File: src/sv/rvx_pkg.sv
// Package for the RV32I subset executor: payload structs, decode constants and event codes.
// No dependencies; imported by the stream interfaces and the top level.
`default_nettype none

package rvx_pkg;

  localparam int unsigned XLEN     = 32;
  localparam int unsigned NUM_REGS = 32;
  localparam int unsigned RIDX_W   = $clog2(NUM_REGS);
  localparam int unsigned IMM_BITS = 12;

  // Operation codes of an input item
  localparam logic OP_EXEC   = 1'b0;
  localparam logic OP_PRESET = 1'b1;

  // Opcode / funct fields
  localparam logic [6:0] OPC_REG    = 7'b0110011;
  localparam logic [6:0] OPC_IMM    = 7'b0010011;
  localparam logic [6:0] OPC_SYSTEM = 7'b1110011;
  localparam logic [6:0] F7_SUB     = 7'b0100000;
  localparam logic [6:0] F7_ZERO    = 7'b0000000;
  localparam logic [2:0] F3_ADD     = 3'b000;
  localparam logic [2:0] F3_SRL     = 3'b101;
  localparam logic [2:0] F3_SLL     = 3'b001;

  // The only accepted SYSTEM encoding: ebreak
  localparam logic [XLEN-1:0] EBREAK_WORD = {12'h001, 5'd0, 3'd0, 5'd0, OPC_SYSTEM};

  // Service call registers
  localparam logic [RIDX_W-1:0] REG_A0 = RIDX_W'(10);
  localparam logic [RIDX_W-1:0] REG_A1 = RIDX_W'(11);

  // Service codes held in a0
  localparam logic [XLEN-1:0] SVC_CHAR = XLEN'(1);
  localparam logic [XLEN-1:0] SVC_INT  = XLEN'(2);
  localparam logic [XLEN-1:0] SVC_HALT = XLEN'(3);

  // Result event codes
  localparam logic [2:0] EV_DONE    = 3'd0;
  localparam logic [2:0] EV_CHAR    = 3'd1;
  localparam logic [2:0] EV_INT     = 3'd2;
  localparam logic [2:0] EV_HALT    = 3'd3;
  localparam logic [2:0] EV_ILLEGAL = 3'd4;
  localparam logic [2:0] EV_IGNORED = 3'd5;

  typedef struct packed {
    logic              operation;
    logic [XLEN-1:0]   instruction;
    logic [RIDX_W-1:0] preset_index;
    logic [XLEN-1:0]   preset_value;
  } in_item_t;

  typedef struct packed {
    logic [2:0]        event_res;
    logic [XLEN-1:0]   out_data;
    logic              wrote_register;
    logic [RIDX_W-1:0] dest_index;
    logic [XLEN-1:0]   dest_value;
  } out_item_t;

  function automatic logic [XLEN-1:0] sext_imm(input logic [IMM_BITS-1:0] imm);
    sext_imm = {{(XLEN-IMM_BITS){imm[IMM_BITS-1]}}, imm};
  endfunction

endpackage

`default_nettype wire

File: src/sv/rvx_stream_if.sv
// Valid/ready stream interfaces for the executor's input and result channels.
// Depends on rvx_pkg for the payload structs.
`default_nettype none

interface rvx_in_if import rvx_pkg::*; ();
  logic     valid;
  logic     ready;
  in_item_t payload;

  modport source (output valid, output payload, input ready);
  modport sink   (input valid, input payload, output ready);
endinterface

interface rvx_out_if import rvx_pkg::*; ();
  logic      valid;
  logic      ready;
  out_item_t payload;

  modport source (output valid, output payload, input ready);
  modport sink   (input valid, input payload, output ready);
endinterface

`default_nettype wire

File: src/sv/rv32i_subset_executor_top.sv
// RV32I subset executor: register file memory, execute/write-back stage, result register.
// Depends on rvx_pkg and the stream interfaces in rvx_stream_if.sv.
//
// Usage:
//   in_i  : one transfer per item, either an instruction word to execute (ADD, SUB, ADDI,
//           SLLI, SRLI, EBREAK) or a preset of one register.
//   out_o : exactly one result transfer per input item, in order: event code, service data
//           and the register write that the item made.
// Timing:
//   An accepted item is read from the register file into the execute stage registers, is
//   executed and written back there, and its result is registered in the output register.
//   Sustained rate is one item per cycle while out_o.ready is high; the register file has
//   two read ports, one write port, and a one-entry bypass for a write in the read cycle.
// Stall:
//   While a result waits with ready low, the result register holds, the execute stage holds
//   its item and in_i.ready drops once that stage is full; nothing is dropped or repeated.
// Reset:
//   rst_ni clears the per-entry valid bits (all registers read zero), empties the pipeline
//   and sets the block running. No clearing pass is needed. After a halt (EBREAK with a0=3
//   or any illegal item) instructions return event 5 and change nothing; presets still load.
`default_nettype none

module rv32i_subset_executor_top import rvx_pkg::*; (
  input  wire logic clk_i,
  input  wire logic rst_ni,
  rvx_in_if.sink    in_i,
  rvx_out_if.source out_o
);

  // Register file: synchronous memory, entries read zero until first written.
  logic [XLEN-1:0] mem_q [NUM_REGS];
  logic [NUM_REGS-1:0] ent_valid_q;

  // Execute stage
  logic              s1_valid_q;
  in_item_t          s1_item_q;
  logic [XLEN-1:0]   rd_a_data_q, rd_b_data_q;
  logic              rd_a_vld_q, rd_b_vld_q;
  logic [RIDX_W-1:0] rd_a_idx_q, rd_b_idx_q;

  // Bypass of the write that happened in the read cycle
  logic              fw_valid_q;
  logic [RIDX_W-1:0] fw_idx_q;
  logic [XLEN-1:0]   fw_val_q;

  logic running_q, running_d;

  // Result register
  logic      out_valid_q;
  out_item_t out_item_q;

  logic              in_fire, s1_adv;
  logic [RIDX_W-1:0] rd_a_idx, rd_b_idx;
  logic              is_ebreak_in;

  logic              wr_en;
  logic [RIDX_W-1:0] wr_idx;
  logic [XLEN-1:0]   wr_val;
  out_item_t         res;

  assign s1_adv  = s1_valid_q && (!out_valid_q || out_o.ready);
  assign in_i.ready = !s1_valid_q || s1_adv;
  assign in_fire = in_i.valid && in_i.ready;

  // Read addresses: ebreak needs a0/a1, everything else rs1/rs2.
  assign is_ebreak_in = (in_i.payload.instruction == EBREAK_WORD);
  assign rd_a_idx = is_ebreak_in ? REG_A0 : in_i.payload.instruction[19:15];
  assign rd_b_idx = is_ebreak_in ? REG_A1 : in_i.payload.instruction[24:20];

  always_ff @(posedge clk_i) begin
    if (in_fire) begin
      rd_a_data_q <= mem_q[rd_a_idx];
      rd_b_data_q <= mem_q[rd_b_idx];
      s1_item_q   <= in_i.payload;
      rd_a_idx_q  <= rd_a_idx;
      rd_b_idx_q  <= rd_b_idx;
      fw_idx_q    <= wr_idx;
      fw_val_q    <= wr_val;
    end
    if (wr_en) begin
      mem_q[wr_idx] <= wr_val;
    end
  end

  // Execute and write back
  logic [XLEN-1:0] op_a, op_b, alu_res;
  logic            alu_ok;
  logic [6:0]      opc, f7;
  logic [2:0]      f3;
  logic [RIDX_W-1:0] rd;

  always_comb begin
    opc = s1_item_q.instruction[6:0];
    f3  = s1_item_q.instruction[14:12];
    f7  = s1_item_q.instruction[31:25];
    rd  = s1_item_q.instruction[11:7];

    if (fw_valid_q && fw_idx_q == rd_a_idx_q) op_a = fw_val_q;
    else                                      op_a = rd_a_vld_q ? rd_a_data_q : '0;
    if (fw_valid_q && fw_idx_q == rd_b_idx_q) op_b = fw_val_q;
    else                                      op_b = rd_b_vld_q ? rd_b_data_q : '0;

    alu_ok  = 1'b1;
    alu_res = '0;
    priority if (opc == OPC_REG && f3 == F3_ADD && f7 == F7_ZERO) begin
      alu_res = op_a + op_b;
    end else if (opc == OPC_REG && f3 == F3_ADD && f7 == F7_SUB) begin
      alu_res = op_a - op_b;
    end else if (opc == OPC_IMM && f3 == F3_ADD) begin
      alu_res = op_a + sext_imm(s1_item_q.instruction[31:20]);
    end else if (opc == OPC_IMM && f3 == F3_SLL && f7 == F7_ZERO) begin
      alu_res = op_a << s1_item_q.instruction[24:20];
    end else if (opc == OPC_IMM && f3 == F3_SRL && f7 == F7_ZERO) begin
      alu_res = op_a >> s1_item_q.instruction[24:20];
    end else begin
      alu_ok = 1'b0;
    end

    res       = '0;
    running_d = running_q;
    wr_en     = 1'b0;
    wr_idx    = '0;
    wr_val    = '0;

    if (s1_item_q.operation == OP_PRESET) begin
      if (s1_item_q.preset_index != '0) begin
        wr_en  = s1_adv;
        wr_idx = s1_item_q.preset_index;
        wr_val = s1_item_q.preset_value;
      end
    end else if (!running_q) begin
      res.event_res = EV_IGNORED;
    end else if (alu_ok) begin
      if (rd != '0) begin
        wr_en  = s1_adv;
        wr_idx = rd;
        wr_val = alu_res;
      end
    end else if (s1_item_q.instruction == EBREAK_WORD) begin
      // op_a holds a0, op_b holds a1
      priority if (op_a == SVC_CHAR) begin
        res.event_res = EV_CHAR;
        res.out_data  = {{(XLEN-8){1'b0}}, op_b[7:0]};
      end else if (op_a == SVC_INT) begin
        res.event_res = EV_INT;
        res.out_data  = op_b;
      end else if (op_a == SVC_HALT) begin
        res.event_res = EV_HALT;
        running_d     = 1'b0;
      end else begin
        res.event_res = EV_ILLEGAL;
        running_d     = 1'b0;
      end
    end else begin
      res.event_res = EV_ILLEGAL;
      running_d     = 1'b0;
    end

    if (wr_en) begin
      res.wrote_register = 1'b1;
      res.dest_index     = wr_idx;
      res.dest_value     = wr_val;
    end
  end

  always_ff @(posedge clk_i or negedge rst_ni) begin
    if (!rst_ni) begin
      ent_valid_q <= '0;
      s1_valid_q  <= 1'b0;
      rd_a_vld_q  <= 1'b0;
      rd_b_vld_q  <= 1'b0;
      fw_valid_q  <= 1'b0;
      running_q   <= 1'b1;
      out_valid_q <= 1'b0;
    end else begin
      if (in_fire) begin
        rd_a_vld_q <= ent_valid_q[rd_a_idx];
        rd_b_vld_q <= ent_valid_q[rd_b_idx];
        fw_valid_q <= wr_en;
      end
      if (wr_en) begin
        ent_valid_q[wr_idx] <= 1'b1;
      end
      if (in_fire) begin
        s1_valid_q <= 1'b1;
      end else if (s1_adv) begin
        s1_valid_q <= 1'b0;
      end
      if (s1_adv) begin
        running_q   <= running_d;
        out_valid_q <= 1'b1;
      end else if (out_o.ready) begin
        out_valid_q <= 1'b0;
      end
    end
  end

  always_ff @(posedge clk_i) begin
    if (s1_adv) begin
      out_item_q <= res;
    end
  end

  assign out_o.valid   = out_valid_q;
  assign out_o.payload = out_item_q;

  // x0 is never written
  a_no_x0_write: assert property (@(posedge clk_i) disable iff (!rst_ni)
    wr_en |-> wr_idx != '0)
    else $error("write to x0");

  // a halt is final
  a_halt_sticky: assert property (@(posedge clk_i) disable iff (!rst_ni)
    !running_q |=> !running_q)
    else $error("block restarted after halt");

  // the execute stage never overwrites an untaken result
  a_no_overrun: assert property (@(posedge clk_i) disable iff (!rst_ni)
    s1_adv |-> (!out_valid_q || out_o.ready))
    else $error("result register overrun");

  // ignored events only come while halted
  a_ignored_halted: assert property (@(posedge clk_i) disable iff (!rst_ni)
    (s1_adv && res.event_res == EV_IGNORED) |-> !running_q)
    else $error("instruction ignored while running");

endmodule

`default_nettype wire
File: src/flat_wrapper.sv
// flat-port wrapper written by rule: the top's interface ports become plain ports
module rv32i_subset_executor_top_flat import rvx_pkg::*;
  (clk_i, rst_ni, in_i_valid, in_i_payload, in_i_ready, out_o_valid, out_o_payload, out_o_ready);
  rvx_in_if in_i_i ();
  rvx_out_if out_o_i ();
  input  wire logic clk_i;
  input  wire logic rst_ni;
  input wire logic [$bits(in_i_i.valid)-1:0] in_i_valid;
  input wire logic [$bits(in_i_i.payload)-1:0] in_i_payload;
  output wire logic [$bits(in_i_i.ready)-1:0] in_i_ready;
  output wire logic [$bits(out_o_i.valid)-1:0] out_o_valid;
  output wire logic [$bits(out_o_i.payload)-1:0] out_o_payload;
  input wire logic [$bits(out_o_i.ready)-1:0] out_o_ready;
  assign in_i_i.valid = in_i_valid;
  assign in_i_i.payload = in_i_payload;
  assign in_i_ready = in_i_i.ready;
  assign out_o_valid = out_o_i.valid;
  assign out_o_payload = out_o_i.payload;
  assign out_o_i.ready = out_o_ready;
  rv32i_subset_executor_top u_core (.clk_i(clk_i), .rst_ni(rst_ni), .in_i(in_i_i), .out_o(out_o_i));
endmodule
File: config.mk
export PLATFORM = sky130hd
export DESIGN_NAME = rv32i_subset_executor_top_flat
export DESIGN_NICKNAME = d
export VERILOG_FILES = /design/src/sv/rvx_pkg.sv /design/src/sv/rvx_stream_if.sv /design/src/sv/rv32i_subset_executor_top.sv /design/src/flat_wrapper.sv
export SDC_FILE = /design/constraint.sdc
export NUM_CORES = 2
export LEC_CHECK = 0
export BUFFER_PORTS_ARGS = -buffer_cell sky130_fd_sc_hd__buf_2
export CAP_MARGIN = 20
export CORE_MARGIN = 2
export CORE_UTILIZATION = 55
export DETAILED_ROUTE_END_ITERATION = 8
export PLACE_DENSITY = 0.7
export SYNTH_ARGS = -nofsm -noshare
export SYNTH_HDL_FRONTEND = slang
export SYNTH_SLANG_ARGS = --single-unit
export TNS_END_PERCENT = 100
File: constraint.sdc
create_clock -name clk_i -period 5.4 [get_ports clk_i]
set_clock_uncertainty 0.1 [all_clocks]
set_input_delay 1.08 -clock clk_i [delete_from_list [all_inputs] [get_ports clk_i]]
set_output_delay 1.08 -clock clk_i [all_outputs]
set_load 0.05 [all_outputs]
# --- Word-level counts from Yosys, hierarchy flattened ---
# Memories as Yosys holds them, arrays and structs flattened. A register that Yosys moved wholly into a read port is not among the register bits.
# Cells that the tools add are included.
word_totals:
  reg_bits: 228
  mem_bits_rw: 1024
  input_bits: 74
  wordCells: 133
  mem_count: 1
classes:
  add_sub_neg: 3
  n_lt_le_gt_ge: 4
  n_eq_ne: 12
  n_shift: 2
  n_mux: 57
  bitwise: 5
  reduce_logical: 27
memory_table:
  columns: ["name", "depth", "word_bits", "rd", "rd_ports_with_merged_regs", "write_ports", "line_no", "text"]
  rows:
  - ["u_core.mem_q", 32, 32, 2, 2, 1, "rv32i_subset_executor_top.sv:31", "logic [XLEN-1:0] mem_q [NUM_REGS];"]
ops:
  columns: ["cell", "count"]
  rows:
  - ["$mux W32", 16]
  - ["$mux W35", 2]
  - ["$add A32 B32 Y32", 2]
  - ["$eq A32 B2 Y1 const B", 2]
  - ["$eq A32 B21 Y1 const B", 2]
  - ["$mux W38", 1]
  - ["$mux W5", 7]
  - ["$eq A32 B1 Y1 const B", 1]
  - ["$or A32 B32 Y32", 1]
  - ["$shl A32 B5 Y32", 1]
  - ["$shr A32 B5 Y32", 1]
  - ["$sub A32 B32 Y32", 1]
  - ["$mux W1", 24]
  - ["$lt A5 B6 Y1 const B", 3]
  - ["$eq A7 B6 Y1 const B", 2]
  - ["$logic_and A1 B1 Y1", 13]
  - ["$mux W3", 4]
  - ["$bmux W1 S5", 2]
  - ["$eq A5 B5 Y1", 2]
  - ["$reduce_bool A5 Y1", 2]
  - ["$eq A7 B5 Y1 const B", 1]
  - ["$logic_not A7 Y1", 1]
  - ["$reduce_or A6 Y1", 1]
  - ["$demux W1 S5", 1]
  - ["other kinds (11)", 17]

# --- Depth between registers and ports, before layout ---
logic_depth:
  depth_word: 16
  mapped_depth: 21
  mapped_depth_nobuf: 17

# --- Worst setup path after synthesis ---
# Ideal clock, no wire load.
synth_timing:
  kind: "input to register"
  startpoint: "input out_o_ready"
  endpoint: "register u_core.s1_item_q (netlist bit u_core.f3[0]), enable pin"
  setup_time_ps: 533
  arrival_ps: 5271
  t_required_ps: 4767
  setup_slack_ps: -504
  stages: 3
  n_path_buf: 0
  path_cell_list: "nand3b_1 nand2_1 inv_1"
synth_between:
  elab_chain_len: 4
synth_rtl:
  columns: ["item", "line_no", "text"]
  rows:
  - ["start, declared", "flat_wrapper.sv:13", "input wire logic [$bits(out_o_i.ready)-1:0] out_o_ready;"]
  - ["$logic_or A1 B1 Y1", "rv32i_subset_executor_top.sv:61", "assign s1_adv = s1_valid_q && (!out_valid_q || out_o.ready);"]
  - ["$logic_and A1 B1 Y1", "rv32i_subset_executor_top.sv:61", null]
  - ["$logic_or A1 B1 Y1", "rv32i_subset_executor_top.sv:62", "assign in_i.ready = !s1_valid_q || s1_adv;"]
  - ["$logic_and A1 B1 Y1", "rv32i_subset_executor_top.sv:63", "assign in_fire = in_i.valid && in_i.ready;"]
  - ["via u_core.in_fire", "rv32i_subset_executor_top.sv:52", "logic in_fire, s1_adv;"]
  - ["end signal, assigned", "rv32i_subset_executor_top.sv:74", "s1_item_q <= in_i.payload;"]
  - ["end, declared", "rv32i_subset_executor_top.sv:36", "in_item_t s1_item_q;"]
# The timed path passes the listed nets, and every way through them passes these cells.
# A chain may end at the register's enable or synchronous reset.

# --- Final worst setup path ---
layout_timing:
  startpoint: "register u_core.fw_idx_q[2]"
  endpoint: "register u_core.fw_val_q[29], data pin"
layout_between:
  elab_chain_len: 13
layout_rtl:
  columns: ["item", "line_no", "text"]
  rows:
  - ["start, declared", "rv32i_subset_executor_top.sv:43", "logic [RIDX_W-1:0] fw_idx_q;"]
  - ["start signal, assigned", "rv32i_subset_executor_top.sv:77", "fw_idx_q <= wr_idx;"]
  - ["branches (longest 8 deep; another with $add A32 B32 Y32)", null, null]
  - ["$mux W32 (*)", "rv32i_subset_executor_top.sv:105", "priority if (opc == OPC_REG && f3 == F3_ADD && f7 == F7_ZERO) begin"]
  - ["$mux W32 (*)", "rv32i_subset_executor_top.sv:134", "if (rd != '0) begin"]
  - ["$mux W32 (*)", "rv32i_subset_executor_top.sv:133", "end else if (alu_ok) begin"]
  - ["$mux W32 (*)", "rv32i_subset_executor_top.sv:131", "end else if (!running_q) begin"]
  - ["$mux W32 (*)", "rv32i_subset_executor_top.sv:125", "if (s1_item_q.operation == OP_PRESET) begin"]
  - ["via u_core.wr_val[29]", "rv32i_subset_executor_top.sv:58", "logic [XLEN-1:0] wr_val;"]
  - ["end signal, assigned", "rv32i_subset_executor_top.sv:78", "fw_val_q <= wr_val;"]
  - ["end, declared", "rv32i_subset_executor_top.sv:44", "logic [XLEN-1:0] fw_val_q;"]
# Mark *: on every way through the listed nets, which the timed path passes.

==> qor.csv <==
metric,value,unit
grt ovf,0,
Die Y,359.5,um
CP most frequent cell,buf_4,
Post-Route WL,282000,um
Nets,5888,
Worst path slowest cell,edfxtp_1,
Hold Buf Count CTS,0,
I/O pins,149,
vias in the first global route,52340,
share of cells above drive strength 1,0.3185,
crit path capture type,register,
global-route usage over all layers,0.4310,
hold_sp,u_core.ent_valid_q[0]$_DFFE_PN0P_,
Syn Std Cell Area,69500,um^2
vias per cell,7.160,
DRC marker count from the first detailed-route iteration,8159,
Synth Warn #,0,
status,"finished, violations left",
FF-to-FF End,u_core.fw_val_q[29]$_DFFE_PP_,
total power,27.19,mW
RSZ-0062 raised after global routing,true,
Max stage delay on crit path,440,ps
ys flop type,edfxtp_1,
top cell type by total area after synthesis,edfxtp_1,
Setup TNS,-2738,ps
post-synthesis sequential area ratio,0.5659,
final hold slack,301.7,ps
Setup crit start kind,register,
Slew HR,0.2609,
Worst IR Drop VDD,0.3556,mV
largest net degree at the start of global routing,147,
final setup vio count,58,
Hold Path Class,register to register,
Starting Density,0.5535,
Routed Antenna Nets,0,
Area Overhead vs Synth,19.94,%
clk sinks,1316,
Buffers & Inverters on Critical Path,10,
reg2reg start,u_core.fw_idx_q[2]$_DFFE_PP_,
Fin. Hold Viols,0,
initial antenna violation count,17,
dpl cell area,77520,um^2
post-route setup slack,-65.83,ps
routed via count,53440,
post-synthesis adder-cell area fraction,0.01905,
post-DP HPWL,185400,um
Lkg Pwr,29.79,nW
post-synthesis compound-gate area fraction,0.07010,
most frequent cells in the layout,"edfxtp_1 (1278), nand2_1 (772), mux4_2 (577)",
Yosys cell types,92,
Max Buffers Root-to-Sink,3,
Final Slew Violations,0,
routed len/inst,37.78,um
pre-CTS setup slack,-599.9,ps
Hold Path Cell Cnt,0,
CP max FO,9,
CTS tree,yes,
"Clk Latency, worst-skew pair",790,ps
Tmin final,5466,ps
DP Cell Count,7183,
Final Non-Filler Cells,7464,
"Core Util, Final",0.6638,
Fmax achieved,183.0,MHz
first drt pass iteration count,8,
"Data arrival, critical path",5880,ps
Num CTS Buffers,139,
Synth async-reset ratio,0.02888,
first-pass GRT wire length,390700,um
largest cells by area after synthesis,"edfxtp_1 (55%), mux4_2 (19%), nand2_1 (4.2%), nand3_1 (2.9%), ha_1 (1.8%)",
post-route cell area,83360,um^2
Avg Synthesized Cell Area,13.74,um^2
failing checks,negative setup slack,
Core Box Area,125600,um^2
Post-Synth XOR/XNOR Area,0.009704,
clk root buf,clkbuf_16,
"Data required, critical path",5810,ps
largest family of logic cells by synthesized area,multiplexers,
"EDFF count, synth",1278,
simple-gate share of the synthesized area,0.1113,
cell count after synthesis,5058,
Worst R2R Path Depth,25,
Die Wd,359.5,um
Hold Path End,u_core.ent_valid_q[0]$_DFFE_PN0P_,
Crit path max-delay family,buffers and inverters,
Placement Rows,130,
clk slew on worst S/H paths,60,ps
Max-Cap Viols,0,
die area,129200,um^2
DRC,0,
IO Port Bufs,148,
R2R setup slack,-70,ps
P per Cell Area,326.2,nW/um^2
measured slew at the worst slew-check pin,1105,ps
H-tree levels,4,
mux cell area share after synthesis,0.1986,
crit share post-route,1.012,
top-area cell type share of the netlist area,0.5522,
crit path kind,register to register,
RePlAce Congestion,1.096,
"FF+latch count, synth",1316,
"most common cell after layout, fill and taps aside",edfxtp_1,
## sequential cells by signal (all words and copies together), names as in the netlist
register / count
u_core.s1_item_q: 48
u_core.rd: 5
u_core.rd_b_idx_q: 5
u_core.ent_valid_q: 32
u_core.rd_a_data_q: 32
u_core.rd_b_data_q: 32
u_core.f3: 3
u_core.out_o.valid: 1
u_core.rd_a_vld_q: 1
u_core.fw_val_q: 32
u_core.f7: 7
u_core.rd_b_vld_q: 1
u_core.opc: 7
u_core.fw_idx_q: 5
u_core.s1_valid_q: 1
u_core.rd_a_idx_q: 5
u_core.mem_q: 1024
u_core.running_q: 1
u_core.fw_valid_q: 1
u_core.out_o.payload: 73
## cell usage after synthesis (26+ instances only)
master and instances:
a211oi_1 38, a21o_1 26, a21oi_1 182, a31oi_1 33, and2_1 58, and3_1 45, buf_1 75, clkbuf_1 250
dfrtp_1 37, edfxtp_1 1278, ha_1 101, inv_1 94, mux2i_1 58, mux4_2 577, nand2_1 778, nand3_1 399
nand4_1 26, nor2_1 215, nor3_1 40, o211ai_1 29, o21ai_0 162, xnor2_1 62
## area by class of cell
class / instances / area, um^2
Antenna cell: 2 / 5.005
Clock buffer: 156 / 3585
Clock inverter: 87 / 988.4
Fill cell: 8729 / 42210
Inverter: 104 / 404.1
Multi-Input combinational cell: 3318 / 29640
Sequential cell: 1316 / 39330
Tap cell: 1650 / 2064
Timing Repair Buffer: 831 / 7346
## worst max path at each step
stage,from,endpoint,slack (ps),cells after the start
after CTS,u_core.fw_idx_q[1]$_DFFE_PP_,u_core.mem_q[30][31]$_DFFE_PP_,5,26
final,u_core.fw_idx_q[2]$_DFFE_PP_,u_core.fw_val_q[29]$_DFFE_PP_,-70,25
after detailed placement,u_core.fw_idx_q[2]$_DFFE_PP_,u_core.mem_q[4][27]$_DFFE_PP_,-600,22
after global placement,u_core.fw_idx_q[2]$_DFFE_PP_,u_core.mem_q[3][27]$_DFFE_PP_,-550,22
after floorplan,u_core.fw_idx_q[2]$_DFFE_PP_,u_core.fw_val_q[27]$_DFFE_PP_,90,20
after global routing,u_core.rd_b_idx_q[2]$_DFFE_PP_,u_core.fw_val_q[29]$_DFFE_PP_,-220,27
## cell families after synthesis
logic type      count (synthesis)
compound gates                744
buf+inv                       456
simple gates                 1705
flops                        1316
mux                           655
xor+xnor                       77
other cells                     1
fa+ha+maj                     104
## per-layer routing
| layer | GRT usage | part of all wire | up-vias |
|---|---|---|---|
| li1 | - | - | 21250 |
| met4 | 0.2897 | 0.083 | 16 |
| met5 | 0 | 0.00036 | - |
| met1 | 0.5462 | 0.34 | 26760 |
| met2 | 0.6606 | 0.45 | 4381 |
| met3 | 0.1101 | 0.12 | 1033 |
## power breakdown
| part | total (mW) | switching, mW | internal, mW | leakage, nW |
|---|---|---|---|---|
| Clock | 9.68 | 4.15 | 5.53 | 2.22 |
| Combinational | 5.86 | 3.55 | 2.31 | 15.7 |
| Sequential | 11.6 | 0.195 | 11.5 | 11.8 |
| Total | 27.2 | 7.90 | 19.3 | 29.8 |
## what timing repair did
item,4_1_cts,5_1_grt
gates cloned,1,10
buffers inserted,6,19
pin swaps,14,53
setup endpoints to repair,536,653
gates resized for setup,51,124
Note: power is estimated with default switching activity, not from simulation.
